===== src/design/rcs_pkg.sv =====
// ----------------------------------------------------------------------------
// rcs_pkg
// Shared widths, types and helpers for the rectangle clip / subtract block.
// ----------------------------------------------------------------------------
package rcs_pkg;

    // Coordinate width inside the datapath; port fields stay 32 bits
    localparam int COORD_BITS    = 32;
    localparam int FIELD_BITS    = 32;
    localparam int IN_FIELDS     = 8;
    localparam int OUT_FIELDS    = 4;
    localparam int IN_DATA_BITS  = IN_FIELDS * FIELD_BITS;
    localparam int OUT_DATA_BITS = OUT_FIELDS * FIELD_BITS;
    localparam int MAX_PIECES    = 4;

    // Operation codes carried on the input tuser
    localparam logic MODE_CLIP = 1'b0;
    localparam logic MODE_SUB  = 1'b1;

    // Slot of each subtract piece, in output order
    localparam int PIECE_TOP    = 0;
    localparam int PIECE_BOTTOM = 1;
    localparam int PIECE_LEFT   = 2;
    localparam int PIECE_RIGHT  = 3;

    typedef logic signed [FIELD_BITS-1:0] t_field;
    typedef logic signed [COORD_BITS-1:0] t_coord;
    typedef logic signed [COORD_BITS:0]   t_ext;

    typedef struct packed {
        t_coord x;
        t_coord y;
        t_coord w;
        t_coord h;
    } t_rect;

    // Registered input transaction
    typedef struct packed {
        logic  mode;
        t_rect a;
        t_rect b;
    } t_in_item;

    // After end-coordinate sums
    typedef struct packed {
        logic  mode;
        t_rect a;
        t_rect b;
        t_ext  ar;
        t_ext  ab;
        t_ext  br;
        t_ext  bb;
        logic  a_empty;
        logic  b_empty;
    } t_bounds;

    // After overlap edges are picked
    typedef struct packed {
        logic   mode;
        t_rect  a;
        t_coord ar;
        t_coord ab;
        t_coord l;
        t_coord t;
        t_coord r;
        t_coord bo;
        logic   pre_ok;
        logic   a_empty;
    } t_overlap;

    // Result group: up to four rectangles with a mask of the ones to send
    typedef struct packed {
        t_rect [MAX_PIECES-1:0] rects;
        logic  [MAX_PIECES-1:0] mask;
        logic                   res_valid;
    } t_group;

    function automatic t_ext to_ext(input t_coord c);
        return {c[COORD_BITS-1], c};
    endfunction

    // A widened value fits the coordinate range when its top two bits agree
    function automatic logic fits(input t_ext v);
        return v[COORD_BITS] == v[COORD_BITS-1];
    endfunction

    function automatic t_coord to_coord(input t_field f);
        return f[COORD_BITS-1:0];
    endfunction

    function automatic t_field to_field(input t_coord c);
        return t_field'(c);
    endfunction

    function automatic logic is_empty(input t_rect rc);
        return (rc.w <= t_coord'(0)) || (rc.h <= t_coord'(0));
    endfunction

endpackage


===== src/design/rcs_bounds.sv =====
// ----------------------------------------------------------------------------
// rcs_bounds
// Right and bottom edges of both rectangles and their empty flags.
// ----------------------------------------------------------------------------
module rcs_bounds (
    input  logic             i_clk,
    input  logic             i_rst_n,
    input  logic             i_valid,
    output logic             o_ready,
    input  rcs_pkg::t_in_item i_item,
    output logic             o_valid,
    input  logic             i_ready,
    output rcs_pkg::t_bounds o_bounds
);

    logic             r_valid;
    rcs_pkg::t_bounds r_bounds;
    rcs_pkg::t_bounds n_bounds;

    assign o_ready  = !r_valid || i_ready;
    assign o_valid  = r_valid;
    assign o_bounds = r_bounds;

    // Edge sums, one bit wider so overflow shows
    always_comb begin
        n_bounds.mode    = i_item.mode;
        n_bounds.a       = i_item.a;
        n_bounds.b       = i_item.b;
        n_bounds.ar      = rcs_pkg::to_ext(i_item.a.x) + rcs_pkg::to_ext(i_item.a.w);
        n_bounds.ab      = rcs_pkg::to_ext(i_item.a.y) + rcs_pkg::to_ext(i_item.a.h);
        n_bounds.br      = rcs_pkg::to_ext(i_item.b.x) + rcs_pkg::to_ext(i_item.b.w);
        n_bounds.bb      = rcs_pkg::to_ext(i_item.b.y) + rcs_pkg::to_ext(i_item.b.h);
        n_bounds.a_empty = rcs_pkg::is_empty(i_item.a);
        n_bounds.b_empty = rcs_pkg::is_empty(i_item.b);
    end

    always_ff @(posedge i_clk) begin
        if (!i_rst_n) begin
            r_valid <= 1'b0;
        end else if (o_ready) begin
            r_valid <= i_valid;
        end
    end

    always_ff @(posedge i_clk) begin
        if (o_ready && i_valid) begin
            r_bounds <= n_bounds;
        end
    end

endmodule


===== src/design/rcs_overlap.sv =====
// ----------------------------------------------------------------------------
// rcs_overlap
// Picks the overlap edges and checks the edge sums for overflow.
// ----------------------------------------------------------------------------
module rcs_overlap (
    input  logic              i_clk,
    input  logic              i_rst_n,
    input  logic              i_valid,
    output logic              o_ready,
    input  rcs_pkg::t_bounds  i_bounds,
    output logic              o_valid,
    input  logic              i_ready,
    output rcs_pkg::t_overlap o_overlap
);

    logic              r_valid;
    rcs_pkg::t_overlap r_overlap;
    rcs_pkg::t_overlap n_overlap;
    rcs_pkg::t_ext     n_r;
    rcs_pkg::t_ext     n_bo;
    logic              n_ends_ok;

    assign o_ready   = !r_valid || i_ready;
    assign o_valid   = r_valid;
    assign o_overlap = r_overlap;

    // max of the near edges, min of the far edges
    always_comb begin
        n_r  = (i_bounds.ar < i_bounds.br) ? i_bounds.ar : i_bounds.br;
        n_bo = (i_bounds.ab < i_bounds.bb) ? i_bounds.ab : i_bounds.bb;
        n_ends_ok = rcs_pkg::fits(i_bounds.ar) && rcs_pkg::fits(i_bounds.ab)
                 && rcs_pkg::fits(i_bounds.br) && rcs_pkg::fits(i_bounds.bb);

        n_overlap.mode    = i_bounds.mode;
        n_overlap.a       = i_bounds.a;
        n_overlap.ar      = i_bounds.ar[rcs_pkg::COORD_BITS-1:0];
        n_overlap.ab      = i_bounds.ab[rcs_pkg::COORD_BITS-1:0];
        n_overlap.l       = (i_bounds.a.x > i_bounds.b.x) ? i_bounds.a.x : i_bounds.b.x;
        n_overlap.t       = (i_bounds.a.y > i_bounds.b.y) ? i_bounds.a.y : i_bounds.b.y;
        n_overlap.r       = n_r[rcs_pkg::COORD_BITS-1:0];
        n_overlap.bo      = n_bo[rcs_pkg::COORD_BITS-1:0];
        n_overlap.pre_ok  = n_ends_ok && !i_bounds.a_empty && !i_bounds.b_empty;
        n_overlap.a_empty = i_bounds.a_empty;
    end

    always_ff @(posedge i_clk) begin
        if (!i_rst_n) begin
            r_valid <= 1'b0;
        end else if (o_ready) begin
            r_valid <= i_valid;
        end
    end

    always_ff @(posedge i_clk) begin
        if (o_ready && i_valid) begin
            r_overlap <= n_overlap;
        end
    end

endmodule


===== src/design/rcs_pieces.sv =====
// ----------------------------------------------------------------------------
// rcs_pieces
// Final clip check and the result rectangles for either mode.
// ----------------------------------------------------------------------------
module rcs_pieces (
    input  logic              i_clk,
    input  logic              i_rst_n,
    input  logic              i_valid,
    output logic              o_ready,
    input  rcs_pkg::t_overlap i_overlap,
    output logic              o_valid,
    input  logic              i_ready,
    output rcs_pkg::t_group   o_group
);

    logic            r_valid;
    rcs_pkg::t_group r_group;
    rcs_pkg::t_group n_group;
    rcs_pkg::t_ext   n_ow;
    rcs_pkg::t_ext   n_oh;
    rcs_pkg::t_coord n_ow_c;
    rcs_pkg::t_coord n_oh_c;
    logic            n_ok;
    rcs_pkg::t_rect  n_clip;
    rcs_pkg::t_rect  n_top;
    rcs_pkg::t_rect  n_bot;
    rcs_pkg::t_rect  n_left;
    rcs_pkg::t_rect  n_right;
    logic [rcs_pkg::MAX_PIECES-1:0] n_mask;

    assign o_ready = !r_valid || i_ready;
    assign o_valid = r_valid;
    assign o_group = r_group;

    always_comb begin
        // overlap size and clip verdict
        n_ow   = rcs_pkg::to_ext(i_overlap.r) - rcs_pkg::to_ext(i_overlap.l);
        n_oh   = rcs_pkg::to_ext(i_overlap.bo) - rcs_pkg::to_ext(i_overlap.t);
        n_ow_c = n_ow[rcs_pkg::COORD_BITS-1:0];
        n_oh_c = n_oh[rcs_pkg::COORD_BITS-1:0];
        n_ok   = i_overlap.pre_ok && (n_ow > rcs_pkg::t_ext'(0)) && (n_oh > rcs_pkg::t_ext'(0))
              && rcs_pkg::fits(n_ow) && rcs_pkg::fits(n_oh);

        n_clip = '{x: i_overlap.l, y: i_overlap.t, w: n_ow_c, h: n_oh_c};

        // subtract pieces; differences stay inside A so they wrap correctly
        n_top   = '{x: i_overlap.a.x, y: i_overlap.a.y, w: i_overlap.a.w,
                    h: i_overlap.t - i_overlap.a.y};
        n_bot   = '{x: i_overlap.a.x, y: i_overlap.bo, w: i_overlap.a.w,
                    h: i_overlap.ab - i_overlap.bo};
        n_left  = '{x: i_overlap.a.x, y: i_overlap.t,
                    w: i_overlap.l - i_overlap.a.x, h: n_oh_c};
        n_right = '{x: i_overlap.r, y: i_overlap.t,
                    w: i_overlap.ar - i_overlap.r, h: n_oh_c};

        n_mask = '0;
        n_mask[rcs_pkg::PIECE_TOP]    = i_overlap.t > i_overlap.a.y;
        n_mask[rcs_pkg::PIECE_BOTTOM] = i_overlap.bo < i_overlap.ab;
        n_mask[rcs_pkg::PIECE_LEFT]   = i_overlap.l > i_overlap.a.x;
        n_mask[rcs_pkg::PIECE_RIGHT]  = i_overlap.r < i_overlap.ar;

        // default: one invalid, all-zero result
        n_group.rects     = '0;
        n_group.mask      = rcs_pkg::MAX_PIECES'(1);
        n_group.res_valid = 1'b0;

        if (i_overlap.mode == rcs_pkg::MODE_CLIP) begin
            if (n_ok) begin
                n_group.rects[0]  = n_clip;
                n_group.res_valid = 1'b1;
            end
        end else if (!i_overlap.a_empty) begin
            if (!n_ok) begin
                // no valid overlap with B (disjoint, empty B or overflow): A goes out whole
                n_group.rects[0]  = i_overlap.a;
                n_group.res_valid = 1'b1;
            end else if (n_mask != '0) begin
                n_group.rects[rcs_pkg::PIECE_TOP]    = n_top;
                n_group.rects[rcs_pkg::PIECE_BOTTOM] = n_bot;
                n_group.rects[rcs_pkg::PIECE_LEFT]   = n_left;
                n_group.rects[rcs_pkg::PIECE_RIGHT]  = n_right;
                n_group.mask      = n_mask;
                n_group.res_valid = 1'b1;
            end
        end
    end

    always_ff @(posedge i_clk) begin
        if (!i_rst_n) begin
            r_valid <= 1'b0;
        end else if (o_ready) begin
            r_valid <= i_valid;
        end
    end

    always_ff @(posedge i_clk) begin
        if (o_ready && i_valid) begin
            r_group <= n_group;
        end
    end

endmodule


===== src/design/rcs_emit.sv =====
// ----------------------------------------------------------------------------
// rcs_emit
// Holds one result group and sends its rectangles one per cycle through
// the output register while it is not stalled, lowest slot first.
// ----------------------------------------------------------------------------
module rcs_emit (
    input  logic                              i_clk,
    input  logic                              i_rst_n,
    input  logic                              i_valid,
    output logic                              o_ready,
    input  rcs_pkg::t_group                   i_group,
    output logic                              o_valid,
    input  logic                              i_ready,
    output logic [rcs_pkg::OUT_DATA_BITS-1:0] o_data,
    output logic                              o_last,
    output logic                              o_res_valid
);

    logic                              r_grp_valid;
    rcs_pkg::t_group                   r_grp;
    logic                              r_out_valid;
    logic [rcs_pkg::OUT_DATA_BITS-1:0] r_out_data;
    logic                              r_out_last;
    logic                              r_out_res_valid;

    logic [rcs_pkg::MAX_PIECES-1:0] n_low;
    logic [rcs_pkg::MAX_PIECES-1:0] n_rest;
    rcs_pkg::t_rect                 n_rect;
    logic                           n_load;
    logic                           n_done;

    // pick the lowest pending slot
    always_comb begin
        n_low  = r_grp.mask & (~r_grp.mask + rcs_pkg::MAX_PIECES'(1));
        n_rest = r_grp.mask & ~n_low;
        n_rect = '0;
        for (int i = 0; i < rcs_pkg::MAX_PIECES; i++) begin
            if (n_low[i]) begin
                n_rect = r_grp.rects[i];
            end
        end
    end

    assign n_load  = r_grp_valid && (!r_out_valid || i_ready);
    assign n_done  = n_rest == '0;
    assign o_ready = !r_grp_valid || (n_load && n_done);

    assign o_valid     = r_out_valid;
    assign o_data      = r_out_data;
    assign o_last      = r_out_last;
    assign o_res_valid = r_out_res_valid;

    // group holding register
    always_ff @(posedge i_clk) begin
        if (!i_rst_n) begin
            r_grp_valid <= 1'b0;
        end else if (o_ready) begin
            r_grp_valid <= i_valid;
        end
    end

    always_ff @(posedge i_clk) begin
        if (o_ready && i_valid) begin
            r_grp <= i_group;
        end else if (n_load) begin
            r_grp.mask <= n_rest;
        end
    end

    // output register
    always_ff @(posedge i_clk) begin
        if (!i_rst_n) begin
            r_out_valid <= 1'b0;
        end else if (n_load) begin
            r_out_valid <= 1'b1;
        end else if (i_ready) begin
            r_out_valid <= 1'b0;
        end
    end

    always_ff @(posedge i_clk) begin
        if (n_load) begin
            r_out_data      <= {rcs_pkg::to_field(n_rect.h), rcs_pkg::to_field(n_rect.w),
                                rcs_pkg::to_field(n_rect.y), rcs_pkg::to_field(n_rect.x)};
            r_out_last      <= n_done;
            r_out_res_valid <= r_grp.res_valid;
        end
    end

endmodule


===== src/design/rect_clip_and_subtract.sv =====
// ----------------------------------------------------------------------------
// rect_clip_and_subtract
// Intersection (clip) or difference (subtract) of two axis-aligned signed
// rectangles, with one to four result rectangles per input transaction.
//
//  channel  dir  tdata (low bit up)                       tuser      tlast
//  s_axis   in   a_x a_y a_w a_h b_x b_y b_w b_h (256b)   mode       -
//  m_axis   out  res_x res_y res_w res_h (128b)           res_valid  res_last
//
// Input register, three short compute stages and a result group register
// feed one output register. The output register sends one result per cycle
// while m_axis is not stalled; an item gives one result for clip and one to
// four for subtract. Reset (synchronous, active low) empties every stage.
// A stall on m_axis backs up stage by stage; s_axis keeps taking items
// while stages are free.
// ----------------------------------------------------------------------------
module rect_clip_and_subtract (
    input  logic                              i_clk,
    input  logic                              i_rst_n,
    input  logic                              s_axis_tvalid,
    output logic                              s_axis_tready,
    // a_x, a_y, a_w, a_h, b_x, b_y, b_w, b_h
    input  logic [rcs_pkg::IN_DATA_BITS-1:0]  s_axis_tdata,
    // mode
    input  logic                              s_axis_tuser,
    output logic                              m_axis_tvalid,
    input  logic                              m_axis_tready,
    // res_x, res_y, res_w, res_h
    output logic [rcs_pkg::OUT_DATA_BITS-1:0] m_axis_tdata,
    // res_valid
    output logic                              m_axis_tuser,
    output logic                              m_axis_tlast
);

    localparam int FB = rcs_pkg::FIELD_BITS;

    logic              r_in_valid;
    rcs_pkg::t_in_item r_in;
    rcs_pkg::t_in_item n_in;
    logic              in_ready;

    logic              bnd_valid;
    logic              bnd_ready;
    logic              ovl_ready;
    logic              ovl_valid;
    logic              pcs_ready;
    logic              pcs_valid;
    logic              emt_ready;
    rcs_pkg::t_bounds  bnd;
    rcs_pkg::t_overlap ovl;
    rcs_pkg::t_group   grp;

    // unpack the input transaction
    always_comb begin
        n_in.mode = s_axis_tuser;
        n_in.a.x  = rcs_pkg::to_coord(s_axis_tdata[0*FB +: FB]);
        n_in.a.y  = rcs_pkg::to_coord(s_axis_tdata[1*FB +: FB]);
        n_in.a.w  = rcs_pkg::to_coord(s_axis_tdata[2*FB +: FB]);
        n_in.a.h  = rcs_pkg::to_coord(s_axis_tdata[3*FB +: FB]);
        n_in.b.x  = rcs_pkg::to_coord(s_axis_tdata[4*FB +: FB]);
        n_in.b.y  = rcs_pkg::to_coord(s_axis_tdata[5*FB +: FB]);
        n_in.b.w  = rcs_pkg::to_coord(s_axis_tdata[6*FB +: FB]);
        n_in.b.h  = rcs_pkg::to_coord(s_axis_tdata[7*FB +: FB]);
    end

    // input register
    assign in_ready      = !r_in_valid || bnd_ready;
    assign s_axis_tready = in_ready;

    always_ff @(posedge i_clk) begin
        if (!i_rst_n) begin
            r_in_valid <= 1'b0;
        end else if (in_ready) begin
            r_in_valid <= s_axis_tvalid;
        end
    end

    always_ff @(posedge i_clk) begin
        if (in_ready && s_axis_tvalid) begin
            r_in <= n_in;
        end
    end

    rcs_bounds u_bounds (
        .i_clk    (i_clk),
        .i_rst_n  (i_rst_n),
        .i_valid  (r_in_valid),
        .o_ready  (bnd_ready),
        .i_item   (r_in),
        .o_valid  (bnd_valid),
        .i_ready  (ovl_ready),
        .o_bounds (bnd)
    );

    rcs_overlap u_overlap (
        .i_clk     (i_clk),
        .i_rst_n   (i_rst_n),
        .i_valid   (bnd_valid),
        .o_ready   (ovl_ready),
        .i_bounds  (bnd),
        .o_valid   (ovl_valid),
        .i_ready   (pcs_ready),
        .o_overlap (ovl)
    );

    rcs_pieces u_pieces (
        .i_clk     (i_clk),
        .i_rst_n   (i_rst_n),
        .i_valid   (ovl_valid),
        .o_ready   (pcs_ready),
        .i_overlap (ovl),
        .o_valid   (pcs_valid),
        .i_ready   (emt_ready),
        .o_group   (grp)
    );

    rcs_emit u_emit (
        .i_clk       (i_clk),
        .i_rst_n     (i_rst_n),
        .i_valid     (pcs_valid),
        .o_ready     (emt_ready),
        .i_group     (grp),
        .o_valid     (m_axis_tvalid),
        .i_ready     (m_axis_tready),
        .o_data      (m_axis_tdata),
        .o_last      (m_axis_tlast),
        .o_res_valid (m_axis_tuser)
    );

endmodule


===== config.mk =====
export PLATFORM = sky130hd
export DESIGN_NAME = rect_clip_and_subtract
export DESIGN_NICKNAME = d
export VERILOG_FILES = /design/src/design/rcs_pkg.sv /design/src/design/rcs_bounds.sv /design/src/design/rcs_overlap.sv /design/src/design/rcs_pieces.sv /design/src/design/rcs_emit.sv /design/src/design/rect_clip_and_subtract.sv
export SDC_FILE = /design/constraint.sdc
export NUM_CORES = 2
export LEC_CHECK = 0
export ABC_CLOCK_PERIOD_IN_PS = 16400
export BUFFER_PORTS_ARGS = -buffer_cell sky130_fd_sc_hd__buf_4
export CAP_MARGIN = 30
export CORE_AREA = 2 2 481 483
export CTS_BUF_LIST = sky130_fd_sc_hd__clkbuf_8
export CTS_CLUSTER_DIAMETER = 150
export DETAILED_ROUTE_END_ITERATION = 8
export DIE_AREA = 0 0 483 485
export SYNTH_ARGS = -nofsm -noshare
export SYNTH_HDL_FRONTEND = slang
export SYNTH_HIERARCHICAL = 1
export SYNTH_SLANG_ARGS = --single-unit
export TNS_END_PERCENT = 5

===== constraint.sdc =====
create_clock -name i_clk -period 16.4 [get_ports i_clk]
set_input_delay 3.28 -clock i_clk [delete_from_list [all_inputs] [get_ports i_clk]]
set_output_delay 3.28 -clock i_clk [all_outputs]
set_load 0.01 [all_outputs]

Word-level counts from Yosys, hierarchy flattened
Index checks and enable logic that the tools add are counted.
{ "totals": {"input_bits": 261, "n_memories": 0, "ramBits": 0, "mem_bits_ro": 0, "regBits": 1885, "latchBits": 0, "wordCells": 170, "out_inout_bits": 132} }
{ "op_classes": {"n_addsub": 11, "n_lt_le_gt_ge": 14, "n_div": 0, "bitwise_logic": 7, "multipliers": 0, "muxes": 21, "reduce_logical": 37, "n_eq_ne": 6, "n_shift": 0} }
{ "op_table": {"columns": ["op", "n"], "rows": [
  ["$mux W128", 7],
  ["$mux W133", 2],
  ["$add A32 B32 Y33", 4],
  ["$gt A32 B32 Y1", 4],
  ["$le A32 B1 Y1 const B", 4],
  ["$mux W32", 4],
  ["$sub A32 B32 Y32", 4],
  ["$gt A33 B1 Y1 const B", 2],
  ["$lt A33 B33 Y1", 2],
  ["$sub A32 B32 Y33", 2],
  ["$lt A32 B32 Y1", 2],
  ["$logic_and A1 B1 Y1", 16],
  ["$mux W4", 3],
  ["$and A4 B4 Y4", 2],
  ["$logic_not A1 Y1", 8],
  ["$logic_or A1 B1 Y1", 8],
  ["$not A4 Y4", 2],
  ["$eq A1 B1 Y1", 6],
  ["$mux W1", 5],
  ["$add A4 B1 Y4 const B", 1],
  ["$logic_not A4 Y1", 1],
  ["$reduce_bool A2 Y1", 2],
  ["$reduce_bool A4 Y1", 1],
  ["$reduce_or A4 Y1", 1],
  ["$not A1 Y1", 3]
]} }

Longest topological paths before layout
{ "logic_depth": {"ltp_word": 13, "mapped_depth": 17, "depth_no_buf": 16} }

By module
Netlist, hierarchy kept.
{ "modules_own_cells": {"columns": ["mod", "area_each_um2", "cells_each", "seq_area_each_um2", "n_inst"], "rows": [
  ["rcs_pieces", 27219.9, 2683, 12662.1, 1],
  ["rcs_emit", 22878.2, 1131, 19468.7, 1],
  ["rcs_bounds", 18161.2, 1274, 11761.3, 1],
  ["rcs_overlap", 15068.2, 1025, 9719.3, 1],
  ["rect_clip_and_subtract", 7775.0, 262, 7737.4, 1]
]} }

Worst setup path after synthesis
OpenSTA, ideal clock, no wires.
{ "synth_path": {"path_type": "input-to-reg", "startpoint": "input port m_axis_tready", "endpoint": "register u_pieces.r_group (netlist bit u_pieces/o_group[0]), enable pin", "stages": 4, "arrival_ns": 13.091, "n_path_buf": 0, "setup_time_ns": 0.837, "setup_slack_ns": 2.471, "required_ns": 15.563, "cell_sequence": "nor2b_1 > o21ai_1 > nand2b_1 > and2_1"} }
{ "synth_between": {"elab_chain_cells": 6} }
{ "synth_lines": {"columns": ["element", "line", "rtl"], "rows": [
  ["from (decl)", "rect_clip_and_subtract.sv:27", "input logic m_axis_tready,"],
  ["$logic_or A1 B1 Y1", "rcs_emit.sv:44", "assign n_load = r_grp_valid && (!r_out_valid || i_ready);"],
  ["$logic_and A1 B1 Y1", "rcs_emit.sv:44", null],
  ["$logic_and A1 B1 Y1", "rcs_emit.sv:46", "assign o_ready = !r_grp_valid || (n_load && n_done);"],
  ["$logic_or A1 B1 Y1", "rcs_emit.sv:46", null],
  ["net emt_ready", "rect_clip_and_subtract.sv:48", "logic emt_ready;"],
  ["$logic_or A1 B1 Y1", "rcs_pieces.sv:31", "assign o_ready = !r_valid || i_ready;"],
  ["net pcs_ready", "rect_clip_and_subtract.sv:46", "logic pcs_ready;"],
  ["$logic_and A1 B1 Y1", "rcs_pieces.sv:97", "if (o_ready && i_valid) begin"],
  ["to (signal assigned)", "rcs_pieces.sv:98", "r_group <= n_group;"],
  ["to (decl)", "rcs_pieces.sv:17", "rcs_pkg::t_group r_group;"]
]} }
The timed path passes the listed nets, and every way through them passes these cells.
A chain may end at the register's enable or synchronous reset.

Worst setup path in the final report
{ "layout_path": {"startpoint": "input port m_axis_tready", "endpoint": "output port s_axis_tready"} }
{ "layout_between": {"elab_chain_cells": 8} }
{ "layout_lines": {"columns": ["element", "line", "rtl"], "rows": [
  ["$logic_or A1 B1 Y1", "rcs_emit.sv:44", null],
  ["$logic_and A1 B1 Y1", "rcs_emit.sv:44", null],
  ["$logic_and A1 B1 Y1", "rcs_emit.sv:46", null],
  ["$logic_or A1 B1 Y1", "rcs_emit.sv:46", null],
  ["net emt_ready", "rect_clip_and_subtract.sv:48", null],
  ["$logic_or A1 B1 Y1", "rcs_pieces.sv:31", null],
  ["net pcs_ready", "rect_clip_and_subtract.sv:46", null],
  ["$logic_or A1 B1 Y1", "rcs_overlap.sv:23", "assign o_ready = !r_valid || i_ready;"],
  ["net ovl_ready", "rect_clip_and_subtract.sv:44", "logic ovl_ready;"],
  ["$logic_or A1 B1 Y1", "rcs_bounds.sv:20", "assign o_ready = !r_valid || i_ready;"],
  ["net bnd_ready", "rect_clip_and_subtract.sv:43", "logic bnd_ready;"],
  ["$logic_or A1 B1 Y1", "rect_clip_and_subtract.sv:67", "assign in_ready = !r_in_valid || bnd_ready;"],
  ["to (decl)", "rect_clip_and_subtract.sv:21", "output logic s_axis_tready,"]
]} }
The timed path passes the listed nets, and every way through them passes these cells.

==> impl_metrics.env <==
export IMPL_portBuffers=392
export IMPL_critPathLaunchType="input pin"
export IMPL_post_cts_buffers=0
export IMPL_wl_um=262000
export IMPL_dpl_cell_area_um2=94900
export IMPL_viasPerCell=5.48
export IMPL_worst_setup_path_type="input pin to output pin"
export IMPL_cts_root_buf="clkbuf_8"
export IMPL_hold_viol_final=0
export IMPL_crit_path_max_fanout=3
export IMPL_tightest_slew_ns=1.20
export IMPL_avgSynthCellArea_um2=14.1
export IMPL_fin_nets=7569
export IMPL_grt_first_pass_wirelength_um=376000
export IMPL_die_w_um=483
export IMPL_synth_area_um2=89200
export IMPL_gp_congestion=0.929
export IMPL_drt_initial_drc_count=5507
export IMPL_grt_start_max_net_pins=188
export IMPL_slew_violations=0
export IMPL_num_rows=176
export IMPL_maxCapViolations=0
export IMPL_p_per_area_nw_per_um2=111
export IMPL_htreeDepth=5
export IMPL_vias=55500
export IMPL_ctsResizeCount=0
export IMPL_grt_pass1_vias=54700
export IMPL_period_share_pct=48.7
export IMPL_ant_nets=0
export IMPL_grt_ovfl_total=0
export IMPL_fin_tns_setup_ns=0
export IMPL_max_freq_mhz=125
export IMPL_dieArea_um2=234000
export IMPL_yosysWarnings=6
export IMPL_hp_class="flop to flop"
export IMPL_rsz0062_at_grt="false"
export IMPL_ir_worst_vdd_mv=0.0969
export IMPL_clkSinkCount=1981
export IMPL_wl_per_cell_um=25.9
export IMPL_groute_usage_overall_pct=21.9
export IMPL_p_leak_nw=38.4
export IMPL_pin_count=393
export IMPL_layout_common_cells="1975 x edfxtp_1, 545 x inv_1, 522 x nor2_1"
export IMPL_arrival_ns=4.70
export IMPL_firstDrtPassIters=9
export IMPL_synth_nets=7030
export IMPL_finalCriticalPeriod_ns=7.98
export IMPL_drive_above_1_share_pct=14.8
export IMPL_ctsLongestPathBuffers=4
export IMPL_relSlewSlack_pct=20.3
export IMPL_setup_viol=0
export IMPL_hpwl_um=191000
export IMPL_initial_core_util_pct=38.9
export IMPL_path_clk_slew_ns=0.06
export IMPL_area_growth_pct=13.7
export IMPL_finClkSkew_ns=0.102
export IMPL_status="complete, no violations"
export IMPL_critical_path_required_ns=13.12
export IMPL_synth_cells=6311
export IMPL_ctsHoldBuffers=0
export IMPL_clk_latency_ns=1.10
export IMPL_antenna_found_initial=16
export IMPL_setup_ws_ns=8.42
export IMPL_cp_end_kind="output pin"
export IMPL_fp_dieH_um=485
export IMPL_tritoncts="built"
export IMPL_numCtsBuffers=351
export IMPL_drc=0
export IMPL_finalNonFillerCells=10100
export IMPL_dp_cells=9517
export IMPL_final_cell_area_um2=101000
export IMPL_core_area_um2=229000
export IMPL_dp_slack_ns=8.43
export IMPL_mostFrequentLayoutCell="edfxtp_1"
export IMPL_p_total_mw=11.2
==> per-layer routing <==
layer  vias to the layer above  part of all wire [%]  global-route usage, %  wire, um
li1                      25300                     -                      -         -
met1                     27700                    43                   29.5    112000
met2                      2159                    46                   34.9    122000
met3                       425                   6.4                   3.52     16900
met4                         4                   4.5                   9.78     11700
met5                         -                0.0072                      0        19
==> area by class of cell <==
cell class              count  area, um2
diodes                      6       15.0
clock buffers             359       4940
clock inverters           237       1350
fillers                 20700     128000
inverters                 451       1690
multi-input cells        3589      26300
flip-flops and latches   1981      59400
well taps                3026       3790
repair buffers            476       3840
==> sequential cells by signal, indices dropped and copies added (netlist names) <==
| signal | flops |
|---|---|
| r_in | 257 |
| r_in_valid | 1 |
| u_bounds/o_bounds | 327 |
| u_bounds/o_valid | 1 |
| u_emit/o_data | 128 |
| u_emit/o_last | 1 |
| u_emit/o_res_valid | 1 |
| u_emit/o_valid | 1 |
| u_emit/r_grp | 517 |
| u_emit/r_grp_valid | 1 |
| u_overlap/o_overlap | 323 |
| u_overlap/o_valid | 1 |
| u_pieces/o_group | 421 |
| u_pieces/o_valid | 1 |
==> critical path, stage by stage <==
cell	delay, ns
buf_4	0.11
nor2b_1	0.27
o21ai_1	0.15
nand2b_1	0.22
nand2b_1	0.18
nand2b_1	0.18
nand2b_4	0.16
buf_4	0.14
==> report_power, final <==
part           switching (mW)  internal, mW
Sequential              0.120          5.75
Combinational           0.705         0.427
Clock                    2.01          2.23
==> through the flow <==
step           util (%)  hold WS, ns
2_1_floorplan         -        0.400
3_3_place_gp       41.4        0.400
3_5_place_dp       41.5        0.405
4_1_cts            44.2        0.367
5_1_grt            44.3        0.385
6_report           44.3        0.375
==> final timing paths <==
check,start,to,slack (ns),depth (start not counted)
min,u_pieces/o_group[323],u_emit/r_grp[323],0.37,0
min reg2reg,u_pieces/o_group[323],u_emit/r_grp[323],0.37,0
max,m_axis_tready,s_axis_tready,8.42,8
max reg2reg,u_overlap/o_overlap[75],u_pieces/o_group[74],9.49,15
Power figures use the tool's default switching activity.
